## src/rtl/fel_pkg.sv

```systemverilog
// Shared constants, types and controller/datapath command structs for the feedback echo.
package fel_pkg;

    localparam int MAX_DELAY    = 16384;
    localparam int MAX_CHANNELS = 2;
    localparam int FRAC_BITS    = 16;

    localparam int SAMPLE_W = 16;
    localparam int GAIN_W   = 17;
    localparam int LEN_W    = $clog2(MAX_DELAY) + 1;
    localparam int POS_W    = $clog2(MAX_DELAY);
    localparam int CH_W     = 1;
    localparam int ADDR_W   = $clog2(MAX_DELAY * MAX_CHANNELS);
    localparam int DEPTH    = MAX_DELAY * MAX_CHANNELS;
    localparam int WORD_W   = 32;
    localparam int CFG_W    = 2;
    localparam int CFG_DW   = 17;

    localparam int MUL_A_W  = WORD_W + 1;
    localparam int MUL_B_W  = GAIN_W + 1;
    localparam int PROD_W   = MUL_A_W + MUL_B_W;
    localparam int SHR_W    = PROD_W - FRAC_BITS;
    localparam int SUM_W    = SHR_W + 1;

    localparam logic [GAIN_W-1:0] GAIN_ONE  = GAIN_W'(1) << FRAC_BITS;
    localparam logic [LEN_W-1:0]  LEN_MAX   = LEN_W'(MAX_DELAY);

    localparam logic [LEN_W-1:0]       RST_DELAY_LENGTH   = LEN_W'(14400);
    localparam logic [GAIN_W-1:0]      RST_DECAY_GAIN     = GAIN_W'(45875);
    localparam logic [GAIN_W-1:0]      RST_DAMPING_WEIGHT = GAIN_W'(0);
    localparam logic [GAIN_W-1:0]      RST_WET_GAIN       = GAIN_W'(65536);

    typedef enum logic [CFG_W-1:0] {
        CFG_DELAY_LENGTH   = 2'd0,
        CFG_DECAY_GAIN     = 2'd1,
        CFG_DAMPING_WEIGHT = 2'd2,
        CFG_WET_GAIN       = 2'd3
    } t_cfg_idx;

    typedef enum logic [3:0] {
        S_CLEAR,
        S_IDLE,
        S_RD_PREV,
        S_RD_CUR,
        S_MUL_P,
        S_MUL_Q,
        S_SUM,
        S_MUL_D,
        S_SAT,
        S_DIFF,
        S_MUL_W,
        S_OUT
    } t_state;

    typedef struct packed {
        logic clr_wr;
        logic accept;
        logic rd_cur;
        logic ld_prev;
        logic mul_p;
        logic mul_q;
        logic sum;
        logic mul_d;
        logic sat_wr;
        logic diff;
        logic mul_w;
        logic out_ld;
    } t_cmd;

    typedef struct packed {
        logic clr_done;
        logic out_free;
    } t_status;

endpackage

```

## src/rtl/fel_ctrl.sv

```systemverilog
// Sequencer for the echo datapath: clearing pass, read/multiply/write steps, output hand-off.
module fel_ctrl (
    input  logic             i_clk,
    input  logic             i_rst_n,
    input  logic             i_in_valid,
    output logic             o_in_ready,
    input  fel_pkg::t_status i_status,
    output fel_pkg::t_cmd    o_cmd
);
    import fel_pkg::*;

    t_state r_state;
    t_state n_state;

    always_ff @(posedge i_clk) begin
        if (!i_rst_n) begin
            r_state <= S_CLEAR;
        end else begin
            r_state <= n_state;
        end
    end

    always_comb begin
        n_state = r_state;
        unique case (r_state)
            S_CLEAR: begin
                if (i_status.clr_done) n_state = S_IDLE;
            end
            S_IDLE: begin
                if (i_in_valid) n_state = S_RD_PREV;
            end
            S_RD_PREV: n_state = S_RD_CUR;
            S_RD_CUR:  n_state = S_MUL_P;
            S_MUL_P:   n_state = S_MUL_Q;
            S_MUL_Q:   n_state = S_SUM;
            S_SUM:     n_state = S_MUL_D;
            S_MUL_D:   n_state = S_SAT;
            S_SAT:     n_state = S_DIFF;
            S_DIFF:    n_state = S_MUL_W;
            S_MUL_W:   n_state = S_OUT;
            S_OUT: begin
                if (i_status.out_free) n_state = S_IDLE;
            end
            default:   n_state = S_CLEAR;
        endcase
    end

    always_comb begin
        o_cmd      = '0;
        o_in_ready = 1'b0;
        unique case (r_state)
            S_CLEAR:   o_cmd.clr_wr = 1'b1;
            S_IDLE: begin
                o_in_ready   = 1'b1;
                o_cmd.accept = i_in_valid;
            end
            S_RD_PREV: o_cmd.rd_cur  = 1'b0;
            S_RD_CUR: begin
                o_cmd.rd_cur  = 1'b1;
                o_cmd.ld_prev = 1'b1;
            end
            S_MUL_P:   o_cmd.mul_p  = 1'b1;
            S_MUL_Q:   o_cmd.mul_q  = 1'b1;
            S_SUM:     o_cmd.sum    = 1'b1;
            S_MUL_D:   o_cmd.mul_d  = 1'b1;
            S_SAT:     o_cmd.sat_wr = 1'b1;
            S_DIFF:    o_cmd.diff   = 1'b1;
            S_MUL_W:   o_cmd.mul_w  = 1'b1;
            S_OUT:     o_cmd.out_ld = i_status.out_free;
            default:   o_cmd        = '0;
        endcase
    end

endmodule

```

## config.mk

```make
export PLATFORM = sky130hd
export DESIGN_NAME = fel_ctrl
export DESIGN_NICKNAME = d
export VERILOG_FILES = /design/src/rtl/fel_pkg.sv /design/src/rtl/fel_ctrl.sv
export SDC_FILE = /design/constraint.sdc
export NUM_CORES = 1
export LEC_CHECK = 0
export ABC_AREA = 1
export BUFFER_PORTS_ARGS = -buffer_cell sky130_fd_sc_hd__buf_2
export CAP_MARGIN = 20
export CORE_AREA = 2 2 39 41
export CTS_CLUSTER_SIZE = 16
export DETAILED_ROUTE_END_ITERATION = 10
export DIE_AREA = 0 0 41 43
export PLACE_DENSITY = 0.48
export SYNTH_ARGS = -nofsm -noshare
export SYNTH_HDL_FRONTEND = slang
export SYNTH_SLANG_ARGS = --single-unit
```

## constraint.sdc

```tcl
create_clock -name i_clk -period 2.39 [get_ports i_clk]
set_input_delay 0.239 -clock i_clk [delete_from_list [all_inputs] [get_ports i_clk]]
set_output_delay 0.239 -clock i_clk [all_outputs]
set_load 0.02 [all_outputs]
```

==> flow_summary.toml <==
[clock_network]
ctsHoldBuffers = 0
cts_tree = "done"
clockBufferDepth = 2
post_cts_buffers = 0
cts_resized = 0
clk_latency_ps = 230
numCtsBuffers = 3
cts_max_level = 1
path_clk_slew_ps = 40
cts_sinks = 4
root_buffer = "clkbuf_4"

[synth]
yosys_warnings = 0
synth_top_area_share_pct = 26.9
netlist_area_um2 = 298
synth-seq-cells = 4
synth_async_sr_flop_share_pct = 0
yosysSeqAreaShare_pct = 26.9
netlist_top_cells_area = "dfxtp_1 (27%), nor2_1 (19%), inv_1 (14%)"
avgSynthCellArea_um2 = 5.62
syn_nets = 58
ys.flop_type = "dfxtp_1"
synthCells = 53
synth_cell_types = 12
synth_edf_count = 0
synth_common_cells = "nor2_1 (15), inv_1 (11), nand2_1 (7), a21oi_1 (5), dfxtp_1 (4)"
yosysMostFrequentCell = "nor2_1"
synth_top_area_cell = "dfxtp_1"

[setup_path]
critPathLaunchType = "flip-flop"
cp_top_family = "flip-flops"
required_ps = 2150
worst_ep_arrival_time_ps = 1180
rr_startpoint = "r_state[0]$_SDFFE_PN0P_"
slowest_delay_ps = 450
path_buf_inv = 1
critPathLaunch = "r_state[1]$_SDFFE_PN0P_"
path_max_fanout = 7
reg2regPathDepth = 7
end_kind = "output pin"
path_class = "reg -> out"
path_cells = "nand2_1, nor2_1, buf_2"
slowest_stage = "dfxtp_1"
cp.depth = 3

[timing]
rsz0062_at_grt = "no"
whs_ps = 250
setup_tns_ps = 0
clock.fmax_mhz = 703
slew_headroom_pct = 83.6
finalSetupViolCount = 0
period_share_pct = 59.5
clock_skew_ps = 4.26
slew_violations = 0
period_minus_slack_ps = 1420
finalHoldViolations = 0
tightest_slew_ps = 246

[die]
start_util_pct = 21.5
core_area_mm2 = 0.00138
die_y_um = 43
rows = 14
fp.dieArea_mm2 = 0.00176
die_x_um = 41
io_pins = 18

[final_layout]
largest_reg_flops = 4
utilization_pct = 30.2
drive_gt1_share_pct = 31.9
diodes = 0
ff_latch_area_um2 = 80.1
fillers = 174
top_regs = "r_state (4)"
syn2layout_area_growth_pct = 40.3
multi_input_area_um2 = 169
nets = 79
largest-register = "r_state"

[detailed_routing]
vias_per_cell = 4.23
first_pass_iters = 4
wl_per_cell_um = 9.06
ant_nets = 0
wl_met2_um = 364
met1_length_um = 343
drt_iter0_drc = 3
wl_met3_um = 59
top_layer = "met4"
vias = 372
finalWirelength_um = 797
drc_errors = 0

[place]
port_buffers = 17
gp_congestion = 0.749
dp_hpwl_um = 665

[global_routing]
grt_first_pass_wirelength_mm = 1.28
grt_overflow = 0
antenna_found_initial = 0
grt_pass1_vias = 348
grt_max_degree = 8
grt_usage_pct = 11.1

[outcome]
status = "finished, final reports clean"

[power_and_ir_drop]
powerDensity_mw_per_mm2 = 598
leakage_nw = 0.243
intPower_w = 0.000158
ir_drop_v = 0.000201
p_switching_w = 0.0000913
p_seq_share_pct = 32.9
pwr-share-comb_pct = 34.0
clock_power_share_pct = 33.1
switching_share_pct = 36.6

[min_path]
min_from = "i_rst_n"
holdPathStages = 2
hold_class = "in -> reg"

[run]
drv_cap = 0
[metrics by stage]
stage | setup slack, ps | area, µm² | power, W | instances
after floorplan | 1020 | 298 | 0.000143 | 53
after global placement | 1200 | 395 | 0.000168 | 85
after detailed placement | 1190 | 395 | 0.000169 | 85
after CTS | 940 | 418 | 0.000256 | 88
after global routing | 853 | 418 | 0.000268 | 88
final | 967 | 418 | 0.000250 | 88
[layer usage]
layer	up-vias	GRT usage (%)
met5	-	0
met4	0	12.0
met3	4	1.57
met2	14	18.1
met1	154	10.3
li1	200	-
[power by group through the flow]
stage / registers [W] / logic [W] / clock network, W
floorplan: 0.0000809 / 0.0000621 / 0
global placement: 0.0000822 / 0.0000862 / 0
detailed placement: 0.0000832 / 0.0000859 / 0
CTS: 0.0000820 / 0.0000863 / 0.0000873
global route: 0.0000828 / 0.0000962 / 0.0000888
finish: 0.0000822 / 0.0000850 / 0.0000826
[path summary, 6_finish.rpt]
kind / end / slack (ps)
hold / removal: r_state[2]$_SDFFE_PN0P_ / 250
hold reg to reg: r_state[2]$_SDFFE_PN0P_ / 640
setup reg to reg: r_state[1]$_SDFFE_PN0P_ / 1270
setup / recovery: o_cmd[8] / 970
[logic make-up after synthesis]
group	after synthesis	synth area share, %
AO/OA/AOI/OAI	7	13.4
buffers and inverters	12	16.4
flip-flops	4	26.9
AND/OR/NAND/NOR	30	43.3
[final cells by class]
class                      instances  share of cell area [%]
clock buffer                       3                    5.39
inverter                          11                    9.88
multi-input combinational         37                    40.4
sequential                         4                    19.2
tap                               16                    4.79
timing repair buffer              17                    20.4
[layout by cell type (no fill, tap or decap)]
| cell type | synthesis | routed |
|---|---|---|
| nand3b_1 | 1 | 1 |
| o21a_1 | 1 | 1 |
| dfxtp_1 | 4 | 4 |
| nor2_1 | 15 | 15 |
| nor3_1 | 2 | 2 |
| a22oi_1 | 1 | 1 |
| a21oi_1 | 5 | 5 |
| nor2_2 | 3 | 3 |
| buf_2 | 0 | 17 |
| clkbuf_4 | 0 | 3 |
| inv_1 | 11 | 11 |
| nand3_1 | 2 | 2 |
| nand2_1 | 7 | 7 |
Note: power is estimated with default switching activity, not from simulation.
